`src/hw/rtl/psfd_pkg.sv`:
```
// ----------------------------------------------------------------------------
// psfd_pkg
// Shared types and constants of the PPM sum frame decoder.
// ----------------------------------------------------------------------------
`default_nettype none

package psfd_pkg;

   localparam int SLOTS_DEF     = 10;
   localparam int TIME_BITS_DEF = 32;
   localparam int QUEUE_DEPTH   = 2;

   localparam int CFG_W   = 16;
   localparam int WIDTH_W = 16;
   localparam int SLOT_W  = 4;
   localparam int COUNT_W = 4;
   localparam int ERR_W   = 8;
   localparam int CSR_IDX_W = 3;

   localparam logic [ERR_W-1:0]   ERR_MAX       = 8'd255;
   localparam logic [WIDTH_W-1:0] PENDING_RESET = 16'd1500;

   localparam logic [CFG_W-1:0] SYNC_GAP_MIN_RST = 16'd4000;
   localparam logic [CFG_W-1:0] SYNC_GAP_MAX_RST = 16'd21000;
   localparam logic [CFG_W-1:0] BAD_ABOVE_RST    = 16'd2400;
   localparam logic [CFG_W-1:0] BAD_BELOW_RST    = 16'd650;
   localparam logic [CFG_W-1:0] GOOD_MIN_RST     = 16'd900;
   localparam logic [CFG_W-1:0] GOOD_MAX_RST     = 16'd2100;

   typedef enum logic [CSR_IDX_W-1:0] {
      CSR_SYNC_GAP_MIN = 3'd0,
      CSR_SYNC_GAP_MAX = 3'd1,
      CSR_BAD_ABOVE    = 3'd2,
      CSR_BAD_BELOW    = 3'd3,
      CSR_GOOD_MIN     = 3'd4,
      CSR_GOOD_MAX     = 3'd5
   } csr_idx_type;

   typedef enum logic {
      KIND_PULSE  = 1'b0,
      KIND_COMMIT = 1'b1
   } kind_type;

   // one classified edge, handed from front to back
   typedef struct packed {
      logic                 commit;
      logic                 stored;
      logic [SLOT_W-1:0]    slot;
      logic [WIDTH_W-1:0]   width;
      logic [COUNT_W-1:0]   valid_count;
      logic                 in_sync;
      logic                 error_seen;
   } cmd_type;

endpackage

`default_nettype wire

```
`src/hw/rtl/ppm_sum_frame_decoder.sv`:
```
// ----------------------------------------------------------------------------
// ppm_sum_frame_decoder
// Decodes PPM sum frames from a stream of rising-edge timestamps.
// ----------------------------------------------------------------------------
// req_*  : one transfer per edge; req_tdata carries the edge timestamp.
// rsp_*  : per edge, SLOTS committed slot values (tuser=1) when a clean sync
//          gap closes a frame, then one pulse report (tuser=0, tlast=1).
// csr_*  : register writes, taken every cycle; write only while idle.
// Path: the edge is measured into the interval register, classified and
//   pushed to the queue, then loaded into the result register (rsp_tvalid).
// The front holds one edge until it has pushed it; a full queue stalls it.
// The back emits one result per cycle while the queue holds a command and
//   rsp_tready takes the held result, if any; a commit edge gives SLOTS+1 results.
// The 2-entry queue between them lets the front go on while a result waits.
// Reset: registers load their defaults, timestamp and counters clear, all
//   pending slots read as 1500 until written.
// rsp_tready low holds the result register; the queue then fills and
//   req_tready drops.
// ----------------------------------------------------------------------------
`default_nettype none

module ppm_sum_frame_decoder #(
   parameter int SLOTS     = psfd_pkg::SLOTS_DEF,
   parameter int TIME_BITS = psfd_pkg::TIME_BITS_DEF
) (
   input  wire logic                           clock,
   input  wire logic                           reset,
   input  wire logic                           req_tvalid,
   output      logic                           req_tready,
   input  wire logic [((TIME_BITS+7)/8)*8-1:0] req_tdata,   // edge_time
   output      logic                           rsp_tvalid,
   input  wire logic                           rsp_tready,
   output      logic [31:0]                    rsp_tdata,   // slot, width, stored,
                                                            // valid_count, in_sync, error_seen
   output      logic                           rsp_tuser,   // kind
   output      logic                           rsp_tlast,
   input  wire logic                           csr_valid,
   output      logic                           csr_ready,
   input  wire logic [psfd_pkg::CSR_IDX_W-1:0] csr_index,
   input  wire logic [psfd_pkg::CFG_W-1:0]     csr_wdata
);

   logic              q_full, q_push, q_empty, q_pop;
   psfd_pkg::cmd_type q_cmd, q_head;

   assign csr_ready = 1'b1;

   psfd_front #(
      .SLOTS     (SLOTS),
      .TIME_BITS (TIME_BITS)
   ) u_front (
      .clock      (clock),
      .reset      (reset),
      .req_tvalid (req_tvalid),
      .req_tready (req_tready),
      .edge_time  (req_tdata[TIME_BITS-1:0]),
      .csr_valid  (csr_valid),
      .csr_index  (csr_index),
      .csr_wdata  (csr_wdata),
      .q_full     (q_full),
      .q_push     (q_push),
      .q_cmd      (q_cmd)
   );

   psfd_fifo u_fifo (
      .clock    (clock),
      .reset    (reset),
      .push     (q_push),
      .push_cmd (q_cmd),
      .full     (q_full),
      .pop      (q_pop),
      .empty    (q_empty),
      .head     (q_head)
   );

   psfd_back #(
      .SLOTS (SLOTS)
   ) u_back (
      .clock      (clock),
      .reset      (reset),
      .q_empty    (q_empty),
      .q_head     (q_head),
      .q_pop      (q_pop),
      .rsp_tvalid (rsp_tvalid),
      .rsp_tready (rsp_tready),
      .rsp_tdata  (rsp_tdata),
      .rsp_tuser  (rsp_tuser),
      .rsp_tlast  (rsp_tlast)
   );

endmodule

`default_nettype wire

```
`src/hw/rtl/psfd_front.sv`:
```
// ----------------------------------------------------------------------------
// psfd_front
// Config registers, interval measurement and frame classification.
// ----------------------------------------------------------------------------
`default_nettype none

module psfd_front #(
   parameter int SLOTS     = psfd_pkg::SLOTS_DEF,
   parameter int TIME_BITS = psfd_pkg::TIME_BITS_DEF
) (
   input  wire logic                           clock,
   input  wire logic                           reset,
   input  wire logic                           req_tvalid,
   output      logic                           req_tready,
   input  wire logic [TIME_BITS-1:0]           edge_time,
   input  wire logic                           csr_valid,
   input  wire logic [psfd_pkg::CSR_IDX_W-1:0] csr_index,
   input  wire logic [psfd_pkg::CFG_W-1:0]     csr_wdata,
   input  wire logic                           q_full,
   output      logic                           q_push,
   output      psfd_pkg::cmd_type              q_cmd
);

   localparam int CNT_W = $clog2(SLOTS + 1);

   logic [psfd_pkg::CFG_W-1:0] sync_min_ff, sync_max_ff, bad_above_ff;
   logic [psfd_pkg::CFG_W-1:0] bad_below_ff, good_min_ff, good_max_ff;

   logic                       busy_ff;
   logic [TIME_BITS-1:0]       prev_ff;
   logic [TIME_BITS-1:0]       diff_ff;
   logic [CNT_W-1:0]           slot_ff, slot_in;
   logic                       sync_ff, sync_in;
   logic [psfd_pkg::ERR_W-1:0] err_ff, err_in;
   logic [CNT_W-1:0]           good_ff, good_in;

   logic             is_sync, is_bad, is_good;
   logic             commit, store;
   logic [CNT_W-1:0] st_slot;

   assign req_tready = !busy_ff;
   assign q_push     = busy_ff && !q_full;

   always_ff @(posedge clock) begin
      if (reset) begin
         sync_min_ff  <= psfd_pkg::SYNC_GAP_MIN_RST;
         sync_max_ff  <= psfd_pkg::SYNC_GAP_MAX_RST;
         bad_above_ff <= psfd_pkg::BAD_ABOVE_RST;
         bad_below_ff <= psfd_pkg::BAD_BELOW_RST;
         good_min_ff  <= psfd_pkg::GOOD_MIN_RST;
         good_max_ff  <= psfd_pkg::GOOD_MAX_RST;
      end else if (csr_valid) begin
         unique case (csr_index)
            psfd_pkg::CSR_SYNC_GAP_MIN: sync_min_ff  <= csr_wdata;
            psfd_pkg::CSR_SYNC_GAP_MAX: sync_max_ff  <= csr_wdata;
            psfd_pkg::CSR_BAD_ABOVE:    bad_above_ff <= csr_wdata;
            psfd_pkg::CSR_BAD_BELOW:    bad_below_ff <= csr_wdata;
            psfd_pkg::CSR_GOOD_MIN:     good_min_ff  <= csr_wdata;
            psfd_pkg::CSR_GOOD_MAX:     good_max_ff  <= csr_wdata;
            default: ;
         endcase
      end
   end

   always_comb begin
      is_sync = (diff_ff > TIME_BITS'(sync_min_ff)) && (diff_ff < TIME_BITS'(sync_max_ff));
      is_bad  = (diff_ff > TIME_BITS'(bad_above_ff)) || (diff_ff < TIME_BITS'(bad_below_ff));
      is_good = (diff_ff <= TIME_BITS'(good_max_ff)) && (diff_ff >= TIME_BITS'(good_min_ff));
      slot_in = slot_ff;
      sync_in = sync_ff;
      err_in  = err_ff;
      good_in = good_ff;
      commit  = 1'b0;
      store   = 1'b0;
      st_slot = '0;
      if (is_sync) begin
         slot_in = '0;
         good_in = '0;
         commit  = (err_ff == '0);
         sync_in = 1'b1;
         err_in  = '0;
      end else if (is_bad && err_ff != psfd_pkg::ERR_MAX) begin
         err_in = err_ff + 1'b1;
      end
      if (sync_in && slot_in < CNT_W'(SLOTS)) begin
         store   = 1'b1;
         st_slot = slot_in;
         slot_in = slot_in + 1'b1;
         if (is_good) begin
            good_in = good_in + 1'b1;
         end
      end
      if (slot_in >= CNT_W'(SLOTS)) begin
         sync_in = 1'b0;
         good_in = '0;
      end
   end

   always_comb begin
      q_cmd.commit      = commit;
      q_cmd.stored      = store;
      q_cmd.slot        = psfd_pkg::SLOT_W'(st_slot);
      q_cmd.width       = diff_ff[psfd_pkg::WIDTH_W-1:0];
      q_cmd.valid_count = psfd_pkg::COUNT_W'(good_in);
      q_cmd.in_sync     = sync_in;
      q_cmd.error_seen  = (err_in != '0);
   end

   always_ff @(posedge clock) begin
      if (reset) begin
         busy_ff <= 1'b0;
         prev_ff <= '0;
         slot_ff <= '0;
         sync_ff <= 1'b0;
         err_ff  <= '0;
         good_ff <= '0;
      end else begin
         if (req_tvalid && !busy_ff) begin
            busy_ff <= 1'b1;
            prev_ff <= edge_time;
         end else if (q_push) begin
            busy_ff <= 1'b0;
            slot_ff <= slot_in;
            sync_ff <= sync_in;
            err_ff  <= err_in;
            good_ff <= good_in;
         end
      end
   end

   always_ff @(posedge clock) begin
      if (req_tvalid && !busy_ff) begin
         diff_ff <= edge_time - prev_ff;
      end
   end

endmodule

`default_nettype wire

```
`src/hw/rtl/psfd_fifo.sv`:
```
// ----------------------------------------------------------------------------
// psfd_fifo
// Short command queue between classifier and result sequencer.
// ----------------------------------------------------------------------------
`default_nettype none

module psfd_fifo (
   input  wire logic              clock,
   input  wire logic              reset,
   input  wire logic              push,
   input  wire psfd_pkg::cmd_type push_cmd,
   output      logic              full,
   input  wire logic              pop,
   output      logic              empty,
   output      psfd_pkg::cmd_type head
);

   localparam int DEPTH = psfd_pkg::QUEUE_DEPTH;
   localparam int PTR_W = (DEPTH > 1) ? $clog2(DEPTH) : 1;
   localparam int CNT_W = $clog2(DEPTH + 1);

   psfd_pkg::cmd_type entry_ff [DEPTH];
   logic [PTR_W-1:0]  wr_ptr_ff, rd_ptr_ff;
   logic [CNT_W-1:0]  count_ff;

   assign full  = (count_ff == CNT_W'(DEPTH));
   assign empty = (count_ff == '0);
   assign head  = entry_ff[rd_ptr_ff];

   always_ff @(posedge clock) begin
      if (push) begin
         entry_ff[wr_ptr_ff] <= push_cmd;
      end
   end

   always_ff @(posedge clock) begin
      if (reset) begin
         wr_ptr_ff <= '0;
         rd_ptr_ff <= '0;
         count_ff  <= '0;
      end else begin
         if (push) begin
            wr_ptr_ff <= (wr_ptr_ff == PTR_W'(DEPTH - 1)) ? '0 : wr_ptr_ff + 1'b1;
         end
         if (pop) begin
            rd_ptr_ff <= (rd_ptr_ff == PTR_W'(DEPTH - 1)) ? '0 : rd_ptr_ff + 1'b1;
         end
         if (push && !pop) begin
            count_ff <= count_ff + 1'b1;
         end else if (pop && !push) begin
            count_ff <= count_ff - 1'b1;
         end
      end
   end

endmodule

`default_nettype wire

```
`src/hw/rtl/psfd_back.sv`:
```
// ----------------------------------------------------------------------------
// psfd_back
// Slot store and result sequencer: committed slots, then the pulse report.
// ----------------------------------------------------------------------------
`default_nettype none

module psfd_back #(
   parameter int SLOTS = psfd_pkg::SLOTS_DEF
) (
   input  wire logic              clock,
   input  wire logic              reset,
   input  wire logic              q_empty,
   input  wire psfd_pkg::cmd_type q_head,
   output      logic              q_pop,
   output      logic              rsp_tvalid,
   input  wire logic              rsp_tready,
   output      logic [31:0]       rsp_tdata,   // slot, width, stored, valid_count, in_sync, error_seen
   output      logic              rsp_tuser,   // kind
   output      logic              rsp_tlast
);

   localparam int IDX_W = (SLOTS > 1) ? $clog2(SLOTS) : 1;
   localparam int CNT_W = $clog2(SLOTS + 1);

   logic [psfd_pkg::WIDTH_W-1:0] pend_ff [SLOTS];
   logic [SLOTS-1:0]             pend_vld_ff;
   logic [CNT_W-1:0]             cidx_ff;

   logic                         out_valid_ff;
   logic                         out_kind_ff, out_last_ff, out_stored_ff;
   logic [psfd_pkg::SLOT_W-1:0]  out_slot_ff;
   logic [psfd_pkg::WIDTH_W-1:0] out_width_ff;
   logic [psfd_pkg::COUNT_W-1:0] out_vc_ff;
   logic                         out_sync_ff, out_err_ff;

   logic                         load, in_commit;
   logic [IDX_W-1:0]             ridx, widx;
   logic [psfd_pkg::WIDTH_W-1:0] rdata;

   assign load      = !q_empty && (!out_valid_ff || rsp_tready);
   assign in_commit = q_head.commit && (cidx_ff < CNT_W'(SLOTS));
   assign q_pop     = load && !in_commit;
   assign ridx      = cidx_ff[IDX_W-1:0];
   assign widx      = q_head.slot[IDX_W-1:0];
   assign rdata     = pend_vld_ff[ridx] ? pend_ff[ridx] : psfd_pkg::PENDING_RESET;

   always_ff @(posedge clock) begin
      if (q_pop && q_head.stored) begin
         pend_ff[widx] <= q_head.width;
      end
   end

   always_ff @(posedge clock) begin
      if (reset) begin
         pend_vld_ff  <= '0;
         cidx_ff      <= '0;
         out_valid_ff <= 1'b0;
      end else begin
         if (q_pop && q_head.stored) begin
            pend_vld_ff[widx] <= 1'b1;
         end
         if (load) begin
            cidx_ff <= in_commit ? cidx_ff + 1'b1 : '0;
         end
         if (load) begin
            out_valid_ff <= 1'b1;
         end else if (rsp_tready) begin
            out_valid_ff <= 1'b0;
         end
      end
   end

   always_ff @(posedge clock) begin
      if (load) begin
         out_vc_ff   <= q_head.valid_count;
         out_sync_ff <= q_head.in_sync;
         out_err_ff  <= q_head.error_seen;
         if (in_commit) begin
            out_kind_ff   <= psfd_pkg::KIND_COMMIT;
            out_slot_ff   <= psfd_pkg::SLOT_W'(cidx_ff);
            out_width_ff  <= rdata;
            out_stored_ff <= 1'b0;
            out_last_ff   <= 1'b0;
         end else begin
            out_kind_ff   <= psfd_pkg::KIND_PULSE;
            out_slot_ff   <= q_head.slot;
            out_width_ff  <= q_head.width;
            out_stored_ff <= q_head.stored;
            out_last_ff   <= 1'b1;
         end
      end
   end

   assign rsp_tvalid = out_valid_ff;
   assign rsp_tuser  = out_kind_ff;
   assign rsp_tlast  = out_last_ff;
   assign rsp_tdata  = {5'd0, out_err_ff, out_sync_ff, out_vc_ff, out_stored_ff,
                        out_width_ff, out_slot_ff};

endmodule

`default_nettype wire

```
`config.mk`:
```
export PLATFORM = sky130hd
export DESIGN_NAME = ppm_sum_frame_decoder
export DESIGN_NICKNAME = d
export VERILOG_FILES = /design/src/hw/rtl/psfd_pkg.sv /design/src/hw/rtl/ppm_sum_frame_decoder.sv /design/src/hw/rtl/psfd_front.sv /design/src/hw/rtl/psfd_fifo.sv /design/src/hw/rtl/psfd_back.sv
export SDC_FILE = /design/constraint.sdc
export NUM_CORES = 1
export LEC_CHECK = 0
export BUFFER_PORTS_ARGS = -buffer_cell sky130_fd_sc_hd__buf_2
export CAP_MARGIN = 10
export CORE_ASPECT_RATIO = 0.5
export CORE_UTILIZATION = 45
export CTS_CLUSTER_DIAMETER = 120
export DETAILED_ROUTE_END_ITERATION = 10
export GPL_TIMING_DRIVEN = 0
export SETUP_SLACK_MARGIN = 0.2
export SYNTH_ARGS = -nofsm -noshare
export SYNTH_HDL_FRONTEND = slang
export SYNTH_SLANG_ARGS = --single-unit
```
`constraint.sdc`:
```
create_clock -name clock -period 12.5 [get_ports clock]
set_input_delay 0.625 -clock clock [delete_from_list [all_inputs] [get_ports clock]]
set_output_delay 0.625 -clock clock [all_outputs]
set_load 0.005 [all_outputs]
```
* Word level (Yosys, flattened, before mapping)
Memory sizes are Yosys's and may differ from the RTL's. A register that Yosys moved wholly into a read port is not among the register bits.
Index checks and enable logic that the tools add are counted.
** Storage, ports and cells
- Flip-flop bits (word level) :: 226
- RAM bits :: 216
- Input bits :: 56
- Output and inout bits :: 37
- Memories :: 2
** Memory list
- u_back.pend_ff :: words 10, width 16, rd ports 1, clocked after Yosys merged registers in 1, wr ports 1, line psfd_back.sv:25 : logic [psfd_pkg::WIDTH_W-1:0] pend_ff [SLOTS];
- u_fifo.entry_ff :: words 2, width 28, rd ports 1, clocked after Yosys merged registers in 1, wr ports 1, line psfd_fifo.sv:22 : psfd_pkg::cmd_type entry_ff [DEPTH];
** Cells by class
- Add/sub/neg operators :: 9
- $lt $le $gt $ge :: 12
- Eq/ne operators :: 7
- Muxes and demuxes :: 39
- Bitwise gates (word level) :: 2
- Reductions and logical operators :: 36
** Operator list (number)
- $gt A32 B16 Y1 :: 2
- $lt A32 B16 Y1 :: 2
- $mux W4 :: 11
- $ge A32 B16 Y1 :: 1
- $le A32 B16 Y1 :: 1
- $mux W16 :: 2
- $sub A32 B32 Y32 :: 1
- $mux W1 :: 20
- $mux W8 :: 2
- $reduce_and A2 Y1 :: 7
- $logic_and A1 B1 Y1 :: 13
- $add A4 B1 Y4 const B :: 3
- $lt A4 B5 Y1 const B :: 2
- $or A10 B10 Y10 :: 1
- $add A8 B1 Y8 const B :: 1
- $logic_not A8 Y1 :: 1
- $lt A4 B4 Y1 const B :: 2
- $ne A8 B8 Y1 const B :: 1
- $reduce_bool A8 Y1 :: 1
- $logic_not A1 Y1 :: 7
- $eq A3 B2 Y1 const B :: 2
- $eq A3 B3 Y1 const B :: 2
- $reduce_bool A2 Y1 :: 3
- $bmux W1 S4 :: 1
- 13 further kinds :: 16

* Longest topological paths before layout
Gate-level depths: netlist of the first run.
- Word-level depth :: 8
- Gate-level depth with buffers :: 18

* By module
A second synthesis of the first run with hierarchy kept.
** Second synthesis, totals
- Cells, all modules :: 1904
- Area, all modules :: 21256.6 sq um
** Modules (own cells, without submodules)
- psfd_front :: times used 1, cells an instance 1339, area each 10846.7 sq um
- psfd_back :: times used 1, cells an instance 454, area each 8166.6 sq um
- psfd_fifo :: times used 1, cells an instance 109, area each 2232.1 sq um
- ppm_sum_frame_decoder :: times used 1, cells an instance 2, area each 11.3 sq um

* Worst setup path before layout of the first run
Ideal clock, no wire load.
- Kind :: register to register
- Start point :: reg u_front.diff_ff[13]
- End point :: reg u_front.good_ff[2]
- Library setup time :: 0.096 ns
- Data arrival time :: 3.906 ns
- Slack :: 8.498 ns
- Cell stages (with the launch flop) :: 17
- Path buffers :: 2
- Clock period less this slack :: 4.002 ns
- Path through :: edfxtp_1 -> ha_1 -> a21o_1 -> a21o_1 -> a2111oi_0 -> o211ai_1 -> a311oi_1 -> buf_2 -> buf_2 -> nor2b_1 -> ha_1 -> nor3_1 -> a31oi_1 -> o21ai_0 -> nand2b_1 -> or4b_1 -> o311ai_1
** Between the ends
- Longest elaborated chain between the ends :: 8
- Elaborated cells between the ends (all ways) :: 18
** Ends and longest elaborated chain
- from (decl) :: line psfd_front.sv:31 : logic [TIME_BITS-1:0] diff_ff;
- from (signal assigned) :: line psfd_front.sv:133 : diff_ff <= edge_time - prev_ff;
- $gt A32 B16 Y1 or $lt A32 B16 Y1 (tied branches) :: line psfd_front.sv:66 : is_sync = (diff_ff > TIME_BITS'(sync_min_ff)) && (diff_ff < TIME_BITS'(sync_max_ff));
- $logic_and A1 B1 Y1 :: line psfd_front.sv:66
- $mux W4 :: line psfd_front.sv:76 : if (is_sync) begin
- $lt A4 B4 Y1 :: line psfd_front.sv:85 : if (sync_in && slot_in < CNT_W'(SLOTS)) begin
- $logic_and A1 B1 Y1 :: line psfd_front.sv:85
- $mux W4 :: line psfd_front.sv:85
- $ge A4 B4 Y1 :: line psfd_front.sv:93 : if (slot_in >= CNT_W'(SLOTS)) begin
- $mux W4 (*) :: line psfd_front.sv:93
- to (signal assigned) :: line psfd_front.sv:126 : good_ff <= good_in;
- to (decl) :: line psfd_front.sv:35 : logic [CNT_W-1:0] good_ff, good_in;
Mark *: on every way between the ends. The rest lies on a longest branch, timed or not.
A chain may end at the register's enable or synchronous reset.

* Worst setup path in the final report of the first run
- Start point :: reg u_front.diff_ff[7]
- End point :: reg u_front.good_ff[2]
The elaborated chain is that of the path after synthesis.

==> flow_metrics.tcl, run 1 <==
set metrics [dict create \
    chipHeight_microns 154 \
    vias_per_cell 5.26 \
    core-area_sq_um 45500 \
    numCtsBuffers 43 \
    fin_setup_tns_ns 0 \
    grt_pass1_wl_microns 76500 \
    fin_crit_sh 0.453 \
    rsz0062_at_grt "no" \
    synth_area_leaders "edfxtp_1, dfxtp_1, ha_1" \
    min_period_ns 5.66 \
    die_area_sq_um 47400 \
    grt_max_degree 42 \
    placedCellCount 2590 \
    drv_cap 0 \
    diodes 0 \
    critical_path_class "reg -> reg" \
    cp-start-kind "flip-flop" \
    cts_tree "done" \
    dp_hpwl_microns 34700 \
    post-route-util 0.522 \
    holdBufCountCts 0 \
    worst_slack_ns 6.84 \
    place_area_sq_um 22300 \
    post-cts-setup-buffers 0 \
    drv_slew 0 \
    postSynthAreaPerCell_sq_um 11.2 \
    route.vias.total 14000 \
    synth.distinct_cells 72 \
    worstSetupEndpointType "flip-flop" \
    port_buffers 85 \
    drt_first_iter_violations 831 \
    synth_top_area_frac 0.398 \
    relSlewSlack 0.221 \
    ir_drop_mv 0.0966 \
    ant_nets 0 \
    synth_top_family_by_area "simple AND/OR/NAND/NOR gates" \
    path_clk_slew_ns 0.07 \
    multiInputGateArea_sq_um 8310 \
    synth-edff-count 277 \
    synthFlopType "edfxtp_1" \
    ys_seq_area_frac 0.561 \
    worst_pin_slew_ns 1.15 \
    cts.sinks 447 \
    pre_cts_slack_ns 6.87 \
    root_buffer "clkbuf_16" \
    std_cell_rows 55 \
    synth_fa_ha_area_frac 0.0800 \
    layout-area-overhead-vs-synth_pct 13.6 \
    synthMuxAreaShare 0.0620 \
    clockBufferDepth 3 \
    antenna_found_initial 0 \
    clk_latency_ns 0.56 \
    stdcell_count 2668 \
    cp_max_fo 10 \
    crit_required_ns 12.95 \
    synth-compound-area-share 0.118 \
    seqCellArea_sq_um 11700 \
    clock_skew_ns 0.0139 \
    first_pass_iters 5 \
    drc 0 \
    status "finished, final reports clean" \
    yosysMostFrequentCell "edfxtp_1" \
    routed_wl_microns 49100 \
    start_util 0.460 \
    synth_xor_xnor_area_share 0.0159 \
    synth-seq-cells 447 \
    power.density_nw_per_um2 166 \
    design_area_sq_um 23700 \
    hold_path.class "in -> reg" \
    drive_gt1_frac 0.126 \
    grt.overflow.total 0 \
    io_pins 93 \
    synth_commonest_cells "edfxtp_1, nand2_1, a21oi_1" \
    synthSimpleGateAreaFrac 0.119 \
    r2r_slack_ns 6.84 \
    p_leak_nw 8.68 \
    fin_hold_ws_ns 0.321 \
    power_mw 3.94 \
    syn-cell-area_sq_um 20900 \
    synthArstFlopShare 0 \
    place_congestion 0.844 \
    worst_ep_arrival_time_ns 6.11 \
    synth_cells 1863 \
    setup_viol 0 \
    nFillCells 4028 \
    gr-usage-all-layers 0.209 \
    yosys_warnings 0 \
    ctsHtreeMaxLevel 2 \
    die_w_microns 307 \
    wl_per_cell_microns 18.4 \
    yosys.area.top_type "edfxtp_1" \
    max_freq_mhz 177 \
    fin_nets 2197 \
    grt_pass1_vias 13400 \
    cts_resized 0 \
    hold_viol 0 \
]
==> final timing paths <==
kind	startpoint	end	cells after the start
min	req_tdata[27]	u_front.prev_ff[27]	3
max	u_front.diff_ff[7]	u_front.good_ff[2]	15
min reg2reg	u_front.prev_ff[11]	u_front.prev_ff[11]	2
max reg2reg	u_front.diff_ff[7]	u_front.good_ff[2]	15
==> registers in the layout (all words and copies together) (netlist names), 2 cells and up, named ones only <==
register,count
u_fifo.count_ff,2
u_back.pend_ff,160
u_back.out_width_ff,16
u_front.slot_ff,4
u_back.out_vc_ff,4
u_back.pend_vld_ff,10
u_front.prev_ff,32
u_front.diff_ff,32
u_front.bad_above_ff,16
u_front.sync_max_ff,16
u_back.out_slot_ff,4
u_front.good_min_ff,16
u_front.bad_below_ff,16
u_front.good_ff,4
u_front.good_max_ff,16
u_fifo.entry_ff,56
u_back.cidx_ff,4
u_front.sync_min_ff,16
u_front.err_ff,8
==> routing by layer <==
metal / share of wire / vias up / global-route usage / routed length, microns
li1: - / 6971 / - / -
met1: 0.48 / 6724 / 0.294 / 23500
met2: 0.45 / 272 / 0.340 / 22200
met3: 0.052 / 65 / 0.0355 / 2560
met4: 0.017 / 0 / 0.0469 / 839
met5: 0 / - / 0 / 0
==> layout by cell type (no fill, tap or decap), drive strengths merged, types with 5 or more instances in the layout <==
master,Yosys,layout
edfxtp,277,277
nand2,273,273
a21oi,184,184
dfxtp,170,170
inv,143,145
ha,132,132
buf,25,121
clkbuf,60,118
nor2,104,104
a21o,44,44
o21ai,36,36
nor2b,34,34
mux4,34,34
mux2i,26,26
xnor2,26,26
mux2,24,24
a211oi,23,23
nand4,21,21
a211o,20,20
nand3,19,19
nand2b,16,16
o21a,15,15
or3,14,14
xor2,12,12
nand3b,12,12
a2111oi,12,12
clkinv,1,12
nor3,11,11
and3,10,10
and2,9,9
o211ai,8,8
nor4,7,7
conb,2,6
a31oi,5,5
o31ai,5,5
a41oi,5,5
==> power breakdown <==
part           internal (mW)  switching [mW]
Sequential              1.78          0.0737
Combinational          0.298           0.469
Clock                  0.742           0.572
Total                   2.82            1.11
==> kinds of logic after synthesis <==
logic type	after synthesis
simple gates	543
flops	447
compound gates	387
buf+inv	229
fa+ha+maj	133
mux	84
xor+xnor	38
other cells	2
==> critical path: stages (launching register included) <==
cell,delay [ns]
edfxtp_1,0.75
ha_1,0.37
a21oi_1,0.15
o21ai_0,0.12
a221o_1,0.36
a2111oi_0,0.96
a311oi_1,0.33
buf_2,0.30
buf_2,0.21
nor2b_1,0.19
ha_1,0.27
a31oi_1,0.10
o21ai_0,0.62
nand2b_1,0.21
or4b_1,0.51
o311ai_1,0.10
==> area by class of cell <==
| cell class | count | share of cell area |
|---|---|---|
| inverter | 144 | 0.0228 |
| clock buffer | 58 | 0.0490 |
| sequential | 447 | 0.494 |
| clock inverter | 20 | 0.0100 |
| multi-input combinational | 1191 | 0.350 |
| timing repair buffer | 96 | 0.0254 |
| buffer | 85 | 0.0159 |
| tap | 627 | 0.0330 |
Power figures use the tool's default switching activity.
==> inputs of run 2 (changes only) <==
==> constraint.sdc (replaced) <==
create_clock -name clock -period 5.05 [get_ports clock]
set_input_delay 0.2525 -clock clock [delete_from_list [all_inputs] [get_ports clock]]
set_output_delay 0.2525 -clock clock [all_outputs]
set_load 0.005 [all_outputs]
==> run 2 against run 1 <==
  * Final area increased by 2.8%
  * Die area unchanged
  * Sequential cell count unchanged
  * Cell count increased by 2.7%
  * Via count increased by 2.0%
  * Maximum frequency increased by 22%
  * Highest routed layer unchanged
  * Clock skew increased by 0.0039 ns
  * Setup slack got worse by 6.4 ns
==> flow_metrics.tcl, run 2 (same netlist as run 1, synthesis figures left out) <==
set metrics [dict create \
    grt_pass1_wl_microns 77100 \
    busiest_layer "met2" \
    clock_skew_ns 0.0178 \
    layout-area-overhead-vs-synth_pct 16.7 \
    drt_first_iter_violations 895 \
    drive_gt1_frac 0.142 \
    fin_hold_ws_ns 0.0448 \
    worst_slack_ns 0.414 \
    setup.worst_path.end "u_front.good_ff[2]" \
    place_area_sq_um 22300 \
    hold_viol 0 \
    relSlewSlack 0.215 \
    cp.depth 16 \
    drv_slew 0 \
    place_congestion 0.844 \
    vias_per_cell 5.22 \
    hold_path.class "in -> reg" \
    comb_power_share 0.207 \
    use_met1 0.295 \
    numCtsBuffers 43 \
    p_sw_frac 0.282 \
    die_w_microns 307 \
    power.density_nw_per_um2 403 \
    slowest_delay_ns 0.56 \
    startpoint "u_front.diff_ff[13]" \
    routed_wl_microns 49700 \
    drv_cap 0 \
    grt_util_met2 0.344 \
    grtUsageMet3 0.0355 \
    cp-start-kind "flip-flop" \
    cts_tree "done" \
    worst_pin_slew_ns 1.16 \
    ant_nets 0 \
    drc 0 \
    rsz0062_at_grt "no" \
    pre_cts_slack_ns -0.582 \
    status "finished, final reports clean" \
    grt.overflow.total 0 \
    design_area_sq_um 24400 \
    core-area_sq_um 45500 \
    top_regs "u_back.pend_ff x160, u_fifo.entry_ff x56" \
    grt_max_degree 42 \
    worstReg2RegStart "u_front.diff_ff[13]" \
    worstPathCellList "ha_1 > a21o_1 > a21o_1 > a2111oi_0 > o211ai_1 > a311oi_4 > clkbuf_4 > buf_2 > nor2b_1 > ha_1 > nor3_1 > a31oi_1 > o21ai_2 > nand2b_1 > or4b_1 > o311ai_1" \
    root_buffer "clkbuf_16" \
    crit_slowest_cell "edfxtp_1" \
    worst-path-buf-inv 2 \
    first_pass_iters 5 \
    worst_ep_arrival_time_ns 5.08 \
    grt_pass1_vias 13600 \
    critical_path_class "reg -> reg" \
    max_freq_mhz 216 \
    ir_drop_mv 0.239 \
    fin_crit_sh 0.918 \
    gr-usage-all-layers 0.211 \
    clockBufferDepth 3 \
    route.vias.total 14300 \
    top_register "u_back.pend_ff" \
    p_leak_nw 9.01 \
    io_pins 93 \
    fin_nets 2269 \
    worstSetupEndpointType "flip-flop" \
    power_frac_seq 0.463 \
    ff2ff_path_depth 16 \
    largest_reg_flops 160 \
    antenna_found_initial 0 \
    diodes 0 \
    post-route-util 0.536 \
    reg2reg_to "u_front.good_ff[2]" \
    power_switching_mw 2.78 \
    die_area_sq_um 47400 \
    clkPwrFrac 0.331 \
    fin_setup_tns_ns 0 \
    clk_latency_ns 0.56 \
    wl_per_cell_microns 18.2 \
    r2r_slack_ns 0.41 \
    intPower_mw 7.06 \
    cp_max_fo 10 \
    dp_hpwl_microns 34700 \
    final_common_cell "edfxtp_1" \
    chipHeight_microns 154 \
    final_cell_mix "edfxtp_1, nand2_1, a21oi_1, dfxtp_1, inv_1" \
    std_cell_rows 55 \
    min_period_ns 4.64 \
    cts.sinks 447 \
    setup_viol 0 \
    crit_family "compound AO/OA/AOI/OAI gates" \
    port_buffers 85 \
    start_util 0.460 \
    path_clk_slew_ns 0.07 \
    ctsHtreeMaxLevel 2 \
    crit_required_ns 5.50 \
]
==> run 2: layer usage <==
metal / up-vias / part of all wire
met3: 71 / 0.054
li1: 7117 / -
met4: 0 / 0.018
met2: 290 / 0.45
met1: 6834 / 0.48
met5: - / 0
==> run 2: final cells by class <==
class / count / area (sq um)
Inverter: 144 / 542
Fill cell: 3993 / 21100
Multi-Input combinational cell: 1191 / 8340
Timing Repair Buffer: 168 / 1230
Tap cell: 627 / 785
Buffer: 85 / 380
Sequential cell: 447 / 11700
Clock buffer: 58 / 1160
Clock inverter: 20 / 238
==> run 2: what timing repair did <==
item                                    CTS  global route
pin swaps                                 0             1
buffers inserted                          0            38
hold buffers                             34             0
hold endpoints to repair                 34             0
gates resized for setup                   6             1
endpoints found under the setup margin   15             2
==> run 2: stage by stage <==
stage               cells  total power [mW]
floorplan            1867              5.89
global placement     2579              6.56
detailed placement   2590              6.60
CTS                  2702              9.88
global route         2740              10.3
finish               2740              9.83
==> run 2: worst register-to-register path: cells and delay by family (launching register included) <==
kind	cells	cell delay, ns
flops	1	0.56
fa+ha+maj	2	0.64
compound gates	8	1.86
simple gates	4	0.93
buf+inv	2	0.55
==> run 2: power groups by stage <==
| stage | sequential [mW] | combinational, mW | clock [mW] |
|---|---|---|---|
| CTS | 4.60 | 1.96 | 3.32 |
| finish | 4.55 | 2.03 | 3.25 |
| detailed placement | 4.68 | 1.93 | 0 |
| floorplan | 4.61 | 1.28 | 0 |
| global route | 4.58 | 2.27 | 3.47 |
| global placement | 4.68 | 1.88 | 0 |
==> run 2: worst min path at each step <==
stage / end / slack [ns] / start / cells after the start
2_1_floorplan: u_front.sync_min_ff[7] / 0.37 / csr_wdata[7] / 1
4_1_cts: u_front.bad_above_ff[0] / 0.02 / csr_wdata[0] / 3
6_report: u_front.bad_above_ff[0] / 0.04 / csr_wdata[0] / 3
3_3_place_gp: u_front.prev_ff[24] / 0.44 / u_front.prev_ff[24] / 2
5_1_grt: u_front.sync_max_ff[0] / 0.03 / csr_wdata[0] / 3
3_5_place_dp: u_front.prev_ff[11] / 0.45 / u_front.prev_ff[11] / 2
==> inputs of run 3 (changes only) <==
==> constraint.sdc (replaced) <==
create_clock -name clock -period 5.2 [get_ports clock]
set_input_delay 0.26 -clock clock [delete_from_list [all_inputs] [get_ports clock]]
set_output_delay 0.26 -clock clock [all_outputs]
set_load 0.005 [all_outputs]
==> run 3 against run 2 <==
  * Die area is the same
  * Clock power shrank 3%
  * Via count shrank 0.50%
  * Sequential power shrank 2%
  * Non-clock buffer count shrank 25
  * Combinational power shrank 6%
  * First-iteration DRC count grew 6.8%
  * Worst hold slack lost 0.016 ns
==> flow_metrics.tcl, run 3 (same netlist as run 1, synthesis figures left out) <==
set metrics [dict create \
    top_register "u_back.pend_ff" \
    top_regs "u_back.pend_ff x160, u_fifo.entry_ff x56" \
    hold_viol 0 \
    chipHeight_microns 154 \
    cts.sinks 447 \
    worst_pin_slew_ns 1.15 \
    worstSetupEndpointType "flip-flop" \
    r2r_slack_ns 0.37 \
    p_leak_nw 8.89 \
    drv_slew 0 \
    std_cell_rows 55 \
    clockBufferDepth 3 \
    route.vias.total 14200 \
    ir_drop_mv 0.232 \
    fin_nets 2244 \
    worstReg2RegStart "u_front.diff_ff[10]" \
    start_util 0.460 \
    grt_pass1_wl_microns 77000 \
    status "finished, final reports clean" \
    min_period_ns 4.83 \
    drt_first_iter_violations 956 \
    port_buffers 85 \
    vias_per_cell 5.24 \
    ant_nets 0 \
    dp_hpwl_microns 34700 \
    power.density_nw_per_um2 393 \
    stdcell_count 2715 \
    min_from "rsp_tready" \
    final_cell_mix "edfxtp_1, nand2_1, a21oi_1, dfxtp_1, inv_1" \
    whs_path_depth 3 \
    wl_per_cell_microns 18.3 \
    ctsHtreeMaxLevel 2 \
    gr-usage-all-layers 0.211 \
    fin_setup_tns_ns 0 \
    cts_tree "done" \
    ff2ff_path_depth 16 \
    routed_wl_microns 49700 \
    setup_viol 0 \
    rsz0062_at_grt "no" \
    die_area_sq_um 47400 \
    whs_endpoint "u_back.rsp_tvalid" \
    nFillCells 4004 \
    max_freq_mhz 207 \
    critical_path_class "reg -> reg" \
    path_clk_slew_ns 0.06 \
    drv_cap 0 \
    drc 0 \
    fin_hold_ws_ns 0.0293 \
    worst_ep_arrival_time_ns 5.28 \
    first_pass_iters 6 \
    clock_skew_ns 0.0162 \
    grt.overflow.total 0 \
    crit_required_ns 5.65 \
    numCtsBuffers 43 \
    fin_crit_sh 0.929 \
    diodes 0 \
    worst_slack_ns 0.369 \
    cp-start-kind "flip-flop" \
    hold_path.class "in -> reg" \
    io_pins 93 \
    pre_cts_slack_ns -0.432 \
    grt_max_degree 42 \
    reg2reg_to "u_front.good_ff[2]" \
    root_buffer "clkbuf_16" \
    largest_reg_flops 160 \
    grt_pass1_vias 13600 \
    power_mw 9.51 \
    drive_gt1_frac 0.132 \
    die_w_microns 307 \
    relSlewSlack 0.222 \
    final_common_cell "edfxtp_1" \
    placedCellCount 2590 \
    place_congestion 0.844 \
    clk_latency_ns 0.56 \
    antenna_found_initial 0 \
    core-area_sq_um 45500 \
    cp_max_fo 10 \
    layout-area-overhead-vs-synth_pct 15.8 \
]
==> run 3: cell count changes in the layout (fill, tap and decap cells not counted), sizes merged <==
cell	previous run	this run
buf	158	135
dlygate4sd3	34	33
clkbuf	119	118
==> run 3: how the worst max path moves through the flow <==
stage / from / slack [ns] / endpoint
global placement: u_front.diff_ff[7] / -0.42 / u_front.good_ff[2]
finish: u_front.diff_ff[10] / 0.37 / u_front.good_ff[2]
floorplan: u_front.diff_ff[13] / 1.20 / u_front.good_ff[2]
CTS: u_front.diff_ff[13] / 0.27 / u_front.good_ff[2]
detailed placement: u_front.diff_ff[7] / -0.43 / u_front.good_ff[2]
global route: u_front.diff_ff[15] / 0.19 / u_front.good_ff[2]
==> run 3: metrics by stage <==
step	util	area (sq um)
floorplan	-	20900
global placement	0.486	22100
global route	0.532	24200
finish	0.532	24200
CTS	0.530	24100
detailed placement	0.491	22300
==> run 3: per-layer routing <==
metal | track usage | part of all wire | wire length, microns
met1 | 0.295 | 0.48 | 23700
met2 | 0.344 | 0.45 | 22600
met3 | 0.0355 | 0.051 | 2540
met4 | 0.0498 | 0.019 | 924
met5 | 0 | 0 | 0
==> run 3: critical path, cell delays in order (launching register included) <==
cell       delay [ns]
edfxtp_1         0.73
ha_1             0.35
nand4_1          0.15
nor4_1           0.12
a2111oi_0        0.42
o211ai_1         0.21
a311oi_4         0.44
buf_2            0.31
buf_2            0.27
nor2b_1          0.10
ha_1             0.25
nor3_1           0.22
a31oi_1          0.08
o21ai_2          0.31
nand2b_1         0.16
or4b_1           0.49
o311ai_1         0.10
==> run 3: cell type report <==
| type | count | area, sq um | share of cell area |
|---|---|---|---|
| Buffer | 85 | 378 | 0.0156 |
| Multi-Input combinational cell | 1191 | 8340 | 0.345 |
| Tap cell | 627 | 785 | 0.0324 |
| Timing Repair Buffer | 143 | 1040 | 0.0429 |
| Clock buffer | 58 | 1160 | 0.0480 |
| Clock inverter | 20 | 238 | 0.00982 |
| Inverter | 144 | 542 | 0.0224 |
| Sequential cell | 447 | 11700 | 0.484 |
==> run 3: repair_timing <==
item | CTS | global route
endpoints found under the setup margin | 15 | 2
hold endpoints to repair | 33 | 0
setup buffers | 0 | 14
hold buffers | 33 | 0
gates resized for setup | 5 | 1
==> run 3: report_power, final <==
part	internal (mW)	total [mW]	switching, mW
Combinational	0.752	1.91	1.16
Clock	1.78	3.16	1.37
Sequential	4.29	4.44	0.158
